==> config.mk <==
export PLATFORM = sky130hd
export DESIGN_NAME = rcw_isqrt
export DESIGN_NICKNAME = d
export VERILOG_FILES = /design/src/rcw_pkg.sv /design/src/rcw_isqrt.sv
export SDC_FILE = /design/constraint.sdc
export NUM_CORES = 2
export LEC_CHECK = 0
export ABC_CLOCK_PERIOD_IN_PS = 7000
export BUFFER_PORTS_ARGS = -buffer_cell sky130_fd_sc_hd__buf_2
export CORE_MARGIN = 2
export CORE_UTILIZATION = 66
export DETAILED_ROUTE_END_ITERATION = 8
export GPL_ROUTABILITY_DRIVEN = 0
export PLACE_DENSITY = 0.94
export SLEW_MARGIN = 15
export SYNTH_ARGS = -nofsm -noshare
export SYNTH_HDL_FRONTEND = slang
export SYNTH_SLANG_ARGS = --single-unit
==> constraint.sdc <==
create_clock -name aclk -period 7 [get_ports aclk]
set_input_delay 0.7 -clock aclk [delete_from_list [all_inputs] [get_ports aclk]]
set_output_delay 0.7 -clock aclk [all_outputs]
set_load 0.005 [all_outputs]
==> src/rcw_pkg.sv <==
package rcw_pkg;

    // fixed field widths
    localparam int SIZE_W = 13;
    localparam int RING_W = 8;
    localparam int AMP_W  = 9;
    localparam int COS_W  = 16;
    localparam int ATAN_N = 24;

    localparam logic [SIZE_W-1:0] SIZE_RESET = 13'd500;
    localparam logic [RING_W-1:0] RING_RESET = 8'd6;
    localparam logic [AMP_W-1:0]  AMP_RESET  = 9'd128;
    localparam logic [AMP_W-1:0]  AMP_MAX    = 9'd256;
    localparam logic [SIZE_W-1:0] SIZE_MIN   = 13'd2;

    // register indexes on the configuration port
    typedef enum logic [1:0] {
        REG_IMAGE_SIZE = 2'd0,
        REG_RING_COUNT = 2'd1,
        REG_AMPLITUDE  = 2'd2
    } cfg_reg_t;

    // CORDIC gain compensation, Q.30
    localparam logic signed [32:0] CORDIC_K = 33'sd652032874;
    localparam logic signed [COS_W-1:0] COS_ONE = 16'sd16384;

    // arctangent of 2^-i in Q0.32 turns
    function automatic logic [31:0] atan_turn(input logic [4:0] idx);
        logic [31:0] a;
        case (idx)
            5'd0:    a = 32'h20000000;
            5'd1:    a = 32'h12E4051E;
            5'd2:    a = 32'h09FB385B;
            5'd3:    a = 32'h051111D4;
            5'd4:    a = 32'h028B0D43;
            5'd5:    a = 32'h0145D7E1;
            5'd6:    a = 32'h00A2F61E;
            5'd7:    a = 32'h00517C55;
            5'd8:    a = 32'h0028BE53;
            5'd9:    a = 32'h00145F2F;
            5'd10:   a = 32'h000A2F98;
            5'd11:   a = 32'h000517CC;
            5'd12:   a = 32'h00028BE6;
            5'd13:   a = 32'h000145F3;
            5'd14:   a = 32'h0000A2FA;
            5'd15:   a = 32'h0000517D;
            5'd16:   a = 32'h000028BE;
            5'd17:   a = 32'h0000145F;
            5'd18:   a = 32'h00000A30;
            5'd19:   a = 32'h00000518;
            5'd20:   a = 32'h0000028C;
            5'd21:   a = 32'h00000146;
            5'd22:   a = 32'h000000A3;
            5'd23:   a = 32'h00000051;
            default: a = 32'h00000000;
        endcase
        return a;
    endfunction

endpackage

==> src/rcw_isqrt.sv <==
module rcw_isqrt import rcw_pkg::*; #(
    parameter int IW = 41,
    parameter int RW = 21,
    parameter int SW = 40
) (
    input  logic          aclk,
    input  logic          aresetn,
    input  logic          en,
    input  logic          in_valid,
    input  logic [IW-1:0] in_val,
    input  logic [SW-1:0] in_sb,
    output logic          out_valid,
    output logic [RW-1:0] out_root,
    output logic [SW-1:0] out_sb
);

    localparam int PW  = 2 * RW;
    localparam int RMW = RW + 3;

    logic [RMW-1:0] rem_reg  [RW];
    logic [RW-1:0]  root_reg [RW];
    logic [PW-1:0]  val_reg  [RW];
    logic [SW-1:0]  sb_reg   [RW];
    logic           vld_reg  [RW];

    // one root bit per stage, two radicand bits consumed
    genvar i;
    for (i = 0; i < RW; i++) begin : g_stage
        logic [RMW-1:0] rem_in, rem_sh, trial;
        logic [RW-1:0]  root_in;
        logic [PW-1:0]  val_in;
        logic [SW-1:0]  sb_in;
        logic           v_in, ge;

        if (i == 0) begin : g_first
            assign rem_in  = '0;
            assign root_in = '0;
            assign val_in  = PW'(in_val);
            assign sb_in   = in_sb;
            assign v_in    = in_valid;
        end else begin : g_next
            assign rem_in  = rem_reg[i-1];
            assign root_in = root_reg[i-1];
            assign val_in  = val_reg[i-1];
            assign sb_in   = sb_reg[i-1];
            assign v_in    = vld_reg[i-1];
        end

        assign rem_sh = {rem_in[RMW-3:0], val_in[PW-1 -: 2]};
        assign trial  = {1'b0, root_in, 2'b01};
        assign ge     = rem_sh >= trial;

        always_ff @(posedge aclk) begin
            if (!aresetn) begin
                vld_reg[i] <= 1'b0;
            end else if (en) begin
                vld_reg[i] <= v_in;
            end
            if (en) begin
                rem_reg[i]  <= ge ? rem_sh - trial : rem_sh;
                root_reg[i] <= {root_in[RW-2:0], ge};
                val_reg[i]  <= val_in << 2;
                sb_reg[i]   <= sb_in;
            end
        end
    end

    assign out_valid = vld_reg[RW-1];
    assign out_root  = root_reg[RW-1];
    assign out_sb    = sb_reg[RW-1];

endmodule

==> flow_summary_export.csv <==
group,metric,value,unit
logic_synthesis,ys_ff_latch,1920,
detailed_routing,firstDrtPassIters,8,
setup_path,crit_chain,"ha_1 -> nor2b_1 -> o21a_1 -> o21ai_0 -> a21oi_1 -> o31a_1 -> o21ai_1 -> buf_4 -> inv_1 -> mux2_2",
floorplan,die-area,116000,um2
clock_network,post_cts_buffers,0,
placement,io_buffers,146,
logic_synthesis,synth-seq-area-share,77.1,%
floorplan,rows,123,
detailed_routing,drc,0,
layout,final_layout_size_suffix_gt1_share,9.79,%
pwr,power_density,326,nW/um2
clock_network,root_buffer,"clkbuf_16",
floorplan,coreArea,112000,um2
sta,finalHoldViolCount,0,
detailed_routing,viasPerCell,5.82,
clock_network,cts_tree,"built",
grt,grt_max_degree,211,
setup_path,critPathKind,"reg -> reg",
clock_network,cts_inserted_buffers,179,
pwr,vdd_ir_drop_max,0.309,mV
setup_path,worstSetupStartpointType,"register",
logic_synthesis,syn_inst,4580,
placement,dpl.hpwl,71300,um
detailed_routing,drtAntennaViolNets,0,
clock_network,ctsHoldBuffers,0,
detailed_routing,wl_per_cell,18.6,um
setup_path,cp_slowest_cell,"o21ai_1",
logic_synthesis,async_flop_share,0,%
floorplan,die_h,341,um
placement,placed_area,77400,um2
floorplan,io-pin-count,147,
grt,grt_overflow,0,
logic_synthesis,synth_area,74800,um2
setup_path,end_kind,"register",
layout,diodes,0,
sta,worstMarginPinSlew,1.10,ns
clock_network,clkTransAtPathRegs,0.06,ns
setup_path,cp.required,7.54,ns
clock_network,htree_levels,4,
detailed_routing,wl,121000,um
worst_hold_path,holdCritPathClass,"in -> reg",
clock_network,insertion_delay,0.79,ns
layout,final_cell_mix,"1919 x edfxtp_1, 317 x inv_1, 275 x nand2_1, 252 x ha_1, 215 x o21ai_0",
pwr,leakage,30.8,nW
grt,grt_util_all_layers,20.9,%
sta,hold_ws,0.0787,ns
logic_synthesis,synth_flop_cell,"edfxtp_1",
setup_path,cp.arrival,4.21,ns
sta,timing.final.crit_share,52.4,%
detailed_routing,drt_iter0_markers,3310,
layout,design_area,83300,um2
grt,antenna_found_initial,0,
sta,min_period,3.67,ns
layout,nNetsFinal,5203,
outcome,status,"finished clean",
grt,grt_pass1_wl,194000,um
sta,finalSetupViolCount,0,
layout,final_common_cell,"edfxtp_1",
logic_synthesis,ys_types,78,
grt,grt_pass1_vias,38600,
setup_path,critPathMaxFanout,17,
sta,max_freq,273,MHz
logic_synthesis,synth_nets,4917,
clock_network,cts_resized,0,
logic_synthesis,synth_edf_count,1919,
logic_synthesis,synthesis.area_per_instance,16.3,um2
clock_network,clock_sinks,1920,
sta,slew_violations,0,
layout,final_util,74.1,%
sta,fin_worst_skew,0.0396,ns
floorplan,die_w,341,um
clock_network,clockBufferDepth,3,
sta,rsz0062_at_grt,"false",
floorplan,initial_core_util,66.5,%
layout,areaGrowthSynthToFinish,11.4,%
detailed_routing,vias,37900,
flow_run,maxCapViolations,0,
layout,largest_reg_flops,840,
sta,relSlewSlack,26.8,%
sta,finalSetupTns,0,ns
setup_path,cpPeakStageDelay,0.84,ns
logic_synthesis,yosysWarnings,0,
layout,fillers,6139,
## cells in the mapped netlist (55+ instances only)
cell type  count  area [um2]
a21oi_1      173         866
ha_1         252        3150
xor2_1       159        1390
nor2_1       186         698
inv_1        317        1190
clkbuf_1      55         206
a21o_1        85         638
nand2_1      276        1040
xnor2_1      160        1400
nand3_1       58         290
nor3_1        90         450
o21ai_0      215        1080
edfxtp_1    1919       57600
## logic make-up (layout without fill, tap and decap cells)
family | count (synthesis) | in the layout | synth area share [%]
AOI/OAI and AO/OA | 720 | 720 | 6.13
and+or+nand+nor | 950 | 950 | 6.38
muxes | 33 | 33 | 0.487
DFF | 1920 | 1920 | 77.1
adders and majority gates | 252 | 252 | 4.22
xor gates and xnor gates | 319 | 319 | 3.74
buffers and inverters | 385 | 821 | 1.95
other | 1 | 1 | 0.00502
## power by group
group	switching (W)	total [W]	internal [W]
clock	0.00414	0.00953	0.00538
sequential	0.000526	0.0145	0.0140
combinational	0.00184	0.00311	0.00128
total	0.00651	0.0272	0.0206
## worst max-delay path: cells and delay by family, from the launching register on
family | cells | cell delay [ns]
DFF | 1 | 0.41
buffers and inverters | 2 | 0.46
AOI/OAI and AO/OA | 5 | 1.77
and+or+nand+nor | 1 | 0.15
adders and majority gates | 1 | 0.37
muxes | 1 | 0.28
## worst paths after layout
kind	depth (start not counted)	slack [ns]	endpoint	startpoint
min	1	0.08	sb_reg[0][5]	in_sb[5]
max reg2reg	10	3.33	rem_reg[17][11]	rem_reg[16][0]
max	10	3.33	rem_reg[17][11]	rem_reg[16][0]
min reg2reg	0	0.39	sb_reg[0][133]	sb_reg[0][93]
## cell type report
type                       instances  area [um2]  share of cell area, %
sequential                      1920       57600                   69.2
multi-input combinational       2275       15700                   18.8
clock buffer                     226        4720                   5.66
tap                             1500        1880                   2.25
inverter                         319        1200                   1.44
clock inverter                   105        1140                   1.37
timing repair buffer             171        1050                   1.26
## metrics by stage
step / instances / power, W / worst slack (ns)
2_1_floorplan: 4580 / 0.0167 / 4.18
6_report: 6516 / 0.0272 / 3.33
4_1_cts: 6515 / 0.0273 / 3.39
3_3_place_gp: 6184 / 0.0174 / 3.53
3_5_place_dp: 6184 / 0.0177 / 3.38
5_1_grt: 6516 / 0.0282 / 2.93
## layer usage
metal / global-route usage, % / wire (um)
met1: 24.0 / 45200
met2: 38.6 / 65700
met3: 3.60 / 5840
met4: 8.65 / 4480
met5: 0 / 0
Power figures use the tool's default switching activity.
