$ cat src/rcw_pkg.sv
package rcw_pkg;

    // fixed field widths
    localparam int SIZE_W = 13;
    localparam int RING_W = 8;
    localparam int AMP_W  = 9;
    localparam int COS_W  = 16;
    localparam int ATAN_N = 24;

    localparam logic [SIZE_W-1:0] SIZE_RESET = 13'd500;
    localparam logic [RING_W-1:0] RING_RESET = 8'd6;
    localparam logic [AMP_W-1:0]  AMP_RESET  = 9'd128;
    localparam logic [AMP_W-1:0]  AMP_MAX    = 9'd256;
    localparam logic [SIZE_W-1:0] SIZE_MIN   = 13'd2;

    // register indexes on the configuration port
    typedef enum logic [1:0] {
        REG_IMAGE_SIZE = 2'd0,
        REG_RING_COUNT = 2'd1,
        REG_AMPLITUDE  = 2'd2
    } cfg_reg_t;

    // CORDIC gain compensation, Q.30
    localparam logic signed [32:0] CORDIC_K = 33'sd652032874;
    localparam logic signed [COS_W-1:0] COS_ONE = 16'sd16384;

    // arctangent of 2^-i in Q0.32 turns
    function automatic logic [31:0] atan_turn(input logic [4:0] idx);
        logic [31:0] a;
        case (idx)
            5'd0:    a = 32'h20000000;
            5'd1:    a = 32'h12E4051E;
            5'd2:    a = 32'h09FB385B;
            5'd3:    a = 32'h051111D4;
            5'd4:    a = 32'h028B0D43;
            5'd5:    a = 32'h0145D7E1;
            5'd6:    a = 32'h00A2F61E;
            5'd7:    a = 32'h00517C55;
            5'd8:    a = 32'h0028BE53;
            5'd9:    a = 32'h00145F2F;
            5'd10:   a = 32'h000A2F98;
            5'd11:   a = 32'h000517CC;
            5'd12:   a = 32'h00028BE6;
            5'd13:   a = 32'h000145F3;
            5'd14:   a = 32'h0000A2FA;
            5'd15:   a = 32'h0000517D;
            5'd16:   a = 32'h000028BE;
            5'd17:   a = 32'h0000145F;
            5'd18:   a = 32'h00000A30;
            5'd19:   a = 32'h00000518;
            5'd20:   a = 32'h0000028C;
            5'd21:   a = 32'h00000146;
            5'd22:   a = 32'h000000A3;
            5'd23:   a = 32'h00000051;
            default: a = 32'h00000000;
        endcase
        return a;
    endfunction

endpackage

$ cat src/rcw_cordic.sv
module rcw_cordic import rcw_pkg::*; #(
    parameter int NI = 16,
    parameter int SW = 40
) (
    input  logic                    aclk,
    input  logic                    aresetn,
    input  logic                    en,
    input  logic                    in_valid,
    input  logic [31:0]             in_phase,
    input  logic [SW-1:0]           in_sb,
    output logic                    out_valid,
    output logic signed [COS_W-1:0] out_cos,
    output logic [SW-1:0]           out_sb
);

    localparam int XYW = 33;

    logic signed [XYW-1:0] cx_reg [NI+1];
    logic signed [XYW-1:0] cy_reg [NI+1];
    logic signed [32:0]    z_reg  [NI+1];
    logic                  flip_reg [NI+1];
    logic [SW-1:0]         sb_reg [NI+1];
    logic                  vld_reg [NI+1];

    logic                    cos_vld_reg;
    logic signed [COS_W-1:0] cos_reg;
    logic [SW-1:0]           cos_sb_reg;

    // fold into [-1/4, 1/4) turn
    logic [31:0] ph_sum, ph_fold;
    logic        flip_in;
    assign ph_sum  = in_phase + 32'h4000_0000;
    assign flip_in = ph_sum[31];
    assign ph_fold = flip_in ? {~in_phase[31], in_phase[30:0]} : in_phase;

    always_ff @(posedge aclk) begin
        if (!aresetn) begin
            vld_reg[0] <= 1'b0;
        end else if (en) begin
            vld_reg[0] <= in_valid;
        end
        if (en) begin
            cx_reg[0]   <= CORDIC_K;
            cy_reg[0]   <= '0;
            z_reg[0]    <= 33'($signed(ph_fold));
            flip_reg[0] <= flip_in;
            sb_reg[0]   <= in_sb;
        end
    end

    genvar i;
    for (i = 0; i < NI; i++) begin : g_iter
        logic signed [XYW-1:0] sx, sy;
        logic signed [32:0]    at;
        assign sx = cx_reg[i] >>> i;
        assign sy = cy_reg[i] >>> i;
        assign at = $signed({1'b0, atan_turn(5'(i))});

        always_ff @(posedge aclk) begin
            if (!aresetn) begin
                vld_reg[i+1] <= 1'b0;
            end else if (en) begin
                vld_reg[i+1] <= vld_reg[i];
            end
            if (en) begin
                if (!z_reg[i][32]) begin
                    cx_reg[i+1] <= cx_reg[i] - sy;
                    cy_reg[i+1] <= cy_reg[i] + sx;
                    z_reg[i+1]  <= z_reg[i] - at;
                end else begin
                    cx_reg[i+1] <= cx_reg[i] + sy;
                    cy_reg[i+1] <= cy_reg[i] - sx;
                    z_reg[i+1]  <= z_reg[i] + at;
                end
                flip_reg[i+1] <= flip_reg[i];
                sb_reg[i+1]   <= sb_reg[i];
            end
        end
    end

    // round to Q1.14, clamp, undo the fold
    logic signed [XYW-1:0]   c_full;
    logic signed [COS_W-1:0] c_clamp, cos_next;
    assign c_full = (cx_reg[NI] + 33'sd32768) >>> 16;

    always_comb begin
        if (c_full > XYW'(COS_ONE)) begin
            c_clamp = COS_ONE;
        end else if (c_full < -XYW'(COS_ONE)) begin
            c_clamp = -COS_ONE;
        end else begin
            c_clamp = COS_W'(c_full);
        end
        cos_next = flip_reg[NI] ? -c_clamp : c_clamp;
    end

    always_ff @(posedge aclk) begin
        if (!aresetn) begin
            cos_vld_reg <= 1'b0;
        end else if (en) begin
            cos_vld_reg <= vld_reg[NI];
        end
        if (en) begin
            cos_reg    <= cos_next;
            cos_sb_reg <= sb_reg[NI];
        end
    end

    assign out_valid = cos_vld_reg;
    assign out_cos   = cos_reg;
    assign out_sb    = cos_sb_reg;

    a_cos_in_range: assert property (@(posedge aclk) disable iff (!aresetn)
        cos_vld_reg |-> (cos_reg <= COS_ONE && cos_reg >= -COS_ONE))
        else $error("cosine outside unit range");

endmodule

$ cat config.mk
export PLATFORM = sky130hd
export DESIGN_NAME = rcw_cordic
export DESIGN_NICKNAME = d
export VERILOG_FILES = /design/src/rcw_pkg.sv /design/src/rcw_cordic.sv
export SDC_FILE = /design/constraint.sdc
export NUM_CORES = 2
export LEC_CHECK = 0
export BUFFER_PORTS_ARGS = -buffer_cell sky130_fd_sc_hd__buf_2
export CAP_MARGIN = 20
export CORE_MARGIN = 5
export CORE_UTILIZATION = 24
export DETAILED_ROUTE_END_ITERATION = 8
export HOLD_SLACK_MARGIN = 0.12
export PLACE_DENSITY = 0.43
export RECOVER_POWER = 100
export REMOVE_ABC_BUFFERS = 1
export SLEW_MARGIN = 5
export SYNTH_ARGS = -nofsm -noshare
export SYNTH_HDL_FRONTEND = slang
export SYNTH_SLANG_ARGS = --single-unit
$ cat constraint.sdc
create_clock -name aclk -period 6.2 [get_ports aclk]
set_input_delay 0 -clock aclk [delete_from_list [all_inputs] [get_ports aclk]]
set_output_delay 0 -clock aclk [all_outputs]
set_load 0.05 [all_outputs]
==> results by group <==
Synthesis
  • FFs w/ async S/R, synth: 0%
  • Number of synthesis warnings: 0
  • Synth Register Bits: 2168
  • Synthesized cell area: 0.140 mm^2
  • Gate Count Post-Synth: 12903
  • Syn_area_per_cell: 10.9 um^2
  • EDFF count, synth: 2166
  • Cell variety after synth: 109
  • Register area share after synthesis: 46.3%
  • Dominant synthesized flop cell: edfxtp_1

Worst setup path
  • Delay-heaviest family, CP: compound AO/OA/AOI/OAI gates
  • Buf+Inv Stages, Crit Path: 5
  • Worst EP required: 6.88 ns
  • Crit-path max FO: 41
  • Crit path largest cell delay: 0.79 ns
  • Critical path's slowest cell: o41ai_1
  • Worst EP arrival: 6.26 ns
  • Most frequent CP cell: a21oi_1
  • CP Launch Type: input pin
  • Crit path cell chain: dlygate4sd3_1 -> buf_12 -> clkbuf_1 -> nand2_2 -> inv_1 -> clkbuf_1 -> ha_1 -> nor2b_1 -> o31ai_1 -> a21oi_1 -> o311ai_1 -> a21oi_1 -> o41ai_1 -> o211a_1 -> o21bai_1 -> a21oi_1 -> xnor2_1
  • CP Capture Type: flop
  • WS Path Type: input pin to flop

Layout
  • Number of nets in the layout: 14867
  • Layout area overhead: 15.2%
  • Final Util: 27.7%
  • Final cell count without fillers: 21412
  • Most common cell after layout, fill and taps aside: edfxtp_1
  • Filler cell count: 61194
  • Largest register FFs: 680
  • Share of layout cells above drive strength 1: 5.12%
  • Commonest non-fill, non-tap cells in the layout: edfxtp_1, ha_1, a21oi_1

Drt
  • Highest routed layer: met4
  • Post-Route WL: 349000 um
  • Wire per inst: 16.3 um
  • Met1 wire length: 155000 um
  • Remaining design rule violation count: 0
  • Detailed Routing Iterations Pass 1: 6
  • Met2 WL post-DR: 173000 um
  • Met3 WL: 10100 um
  • Antenna-violating nets left: 0
  • DR vias: 96739
  • Post-DR vias/cell: 4.52
  • DR iter-0 viols: 4883

GRT
  • GRT overflow: 0
  • Initial antenna violation count: 2
  • GRT Total Usage: 11.3%
  • Vias in the first global route: 97428
  • First-pass GRT wire length: 554000 um
  • Largest net degree at the start of global routing: 180

Clock network
  • CTS Buf Count: 280
  • Clock tree buffer depth: 4
  • Worst skew pair latency: 0.96 ns
  • Setup Fix Bufs, Post-CTS: 0
  • Clk slew on worst S/H paths: 0.05 ns
  • Root buffer cell: clkbuf_16
  • TritonCTS clock tree: yes
  • H-tree levels: 5
  • Clock Sink Count: 2168

Placement
  • Placed Instances: 20765
  • GP Congestion: 0.834
  • DP HPWL: 268000 um
  • I/O Buffers: 132

Die
  • Core area: 0.584 mm^2
  • Die height: 775 um
  • Die ar.: 0.601 mm^2
  • # IOs: 133
  • Die Span X: 775 um
  • Site row count: 281
  • Initial Util: 24.0%

Job
  • Max-cap violations: 19

STA
  • RSZ-0062 raised after global routing: false
  • Max-slew violations: 1117
  • Hold_ws: 0.291 ns
  • Skew final: 0.0605 ns
  • Total negative slack: 0 ns
  • Max-slew headroom: -170%
  • Final hold vios: 0
  • Worst Max-Slew Pin Slew: 4.04 ns
  • Final setup vio count: 0
  • Min cycle time layout: 5.58 ns
  • Max Clk Rate: 179 MHz
  • Final period util: 90.0%

Hold path
  • Worst Hold Class: input pin to flop

Status
  • Status: finished with violations
  • Failing checks: capacitance limit, slew limit
[area by class of cell]
type	count	area, um^2	share of cell area [%]
diodes	1	2.50	0.00155
clock buffers	324	7210	4.46
clock inverters	171	2100	1.30
inverters	519	1950	1.20
multi-input cells	10033	72700	45.0
flip-flops and latches	2168	65100	40.2
well taps	7782	9740	6.02
repair buffers	414	2920	1.81
[path summary, 6_finish.rpt]
| kind | start | end | cells past startpoint | slack, ns |
|---|---|---|---|---|
| min | in_phase[4] | z_reg[0][4]$_DFFE_PP_ | 3 | 0.29 |
| max reg2reg | cx_reg[8][8]$_DFFE_PP_ | cy_reg[9][32]$_DFFE_PP_ | 18 | 0.66 |
| max | en | z_reg[7][31]$_DFFE_PP_ | 17 | 0.62 |
| min reg2reg | sb_reg[8][22]$_DFFE_PP_ | sb_reg[9][22]$_DFFE_PP_ | 0 | 0.40 |
[cell usage after synthesis (all sizes together) (41+ instances only)]
| cell | count | area (um^2) |
|---|---|---|
| nand4 | 89 | 557 |
| nor4 | 125 | 818 |
| ha | 1334 | 16700 |
| o41ai | 71 | 629 |
| a21boi | 47 | 353 |
| or4 | 61 | 485 |
| fa | 41 | 821 |
| or3 | 102 | 643 |
| edfxtp | 2166 | 65000 |
| o31ai | 154 | 1160 |
| nand2 | 643 | 2410 |
| a211oi | 132 | 991 |
| nor3 | 320 | 1610 |
| or2 | 62 | 388 |
| and3 | 137 | 857 |
| xor2 | 566 | 4960 |
| o21a | 212 | 1590 |
| mux2i | 71 | 723 |
| a31oi | 111 | 716 |
| nand2b | 175 | 1090 |
| a21o | 462 | 3470 |
| o211ai | 77 | 578 |
| clkbuf | 156 | 586 |
| o21ai | 621 | 3110 |
| xnor2 | 1136 | 9960 |
| o21bai | 196 | 1470 |
| inv | 515 | 1930 |
| a21oi | 1169 | 5850 |
| and2 | 63 | 394 |
| nand3 | 232 | 1160 |
| nor2b | 132 | 826 |
| nor2 | 968 | 3650 |
[stage by stage]
step           worst slack (ns)  instance area (um^2)
2_1_floorplan             0.679                140000
3_3_place_gp             -0.658                151000
3_5_place_dp              0.494                151000
4_1_cts                   0.396                162000
5_1_grt                   0.129                162000
6_report                  0.622                162000
[routing by layer]
layer	track usage, %	up-vias
li1	-	49761
met1	13.9	45366
met2	20.3	1134
met3	1.43	478
met4	3.49	0
met5	0	-
[cells by family (layout without fill, tap and decap cells)]
kind of cell,after synthesis,after routing,synth area share [%]
xor+xnor,1703,1703,10.6
compound gates,3643,3643,16.7
mux,99,99,0.739
fa+ha+maj,1375,1375,12.5
simple gates,3213,3213,11.2
buf+inv,702,1428,1.88
other cells,0,1,0
flops,2168,2168,46.3
[what timing repair did]
action	CTS	global route
hold buffers	151	0
setup endpoints to repair	0	1
gates resized for setup	0	1
hold endpoints to repair	424	0
[worst register-to-register path, stage by stage (launching register included)]
cell and delay [ns]:
edfxtp_1 0.46, inv_1 0.10, ha_1 0.17, or3b_2 0.50, or4_1 0.48, or4_4 0.51
o21ai_0 0.24, xor2_1 0.20, ha_1 0.29, and3_1 0.17, a21oi_1 0.13, o21ai_0 0.13
a21oi_1 0.19, o21ai_0 0.21, o41ai_2 0.44, o21ai_0 0.31, o311ai_0 0.44, mux2i_1 0.23
nor2_1 0.06
Power is left out: the tool's default activity adds up to more than one toggle a clock period on the data nets, which glitch-free logic cannot reach.
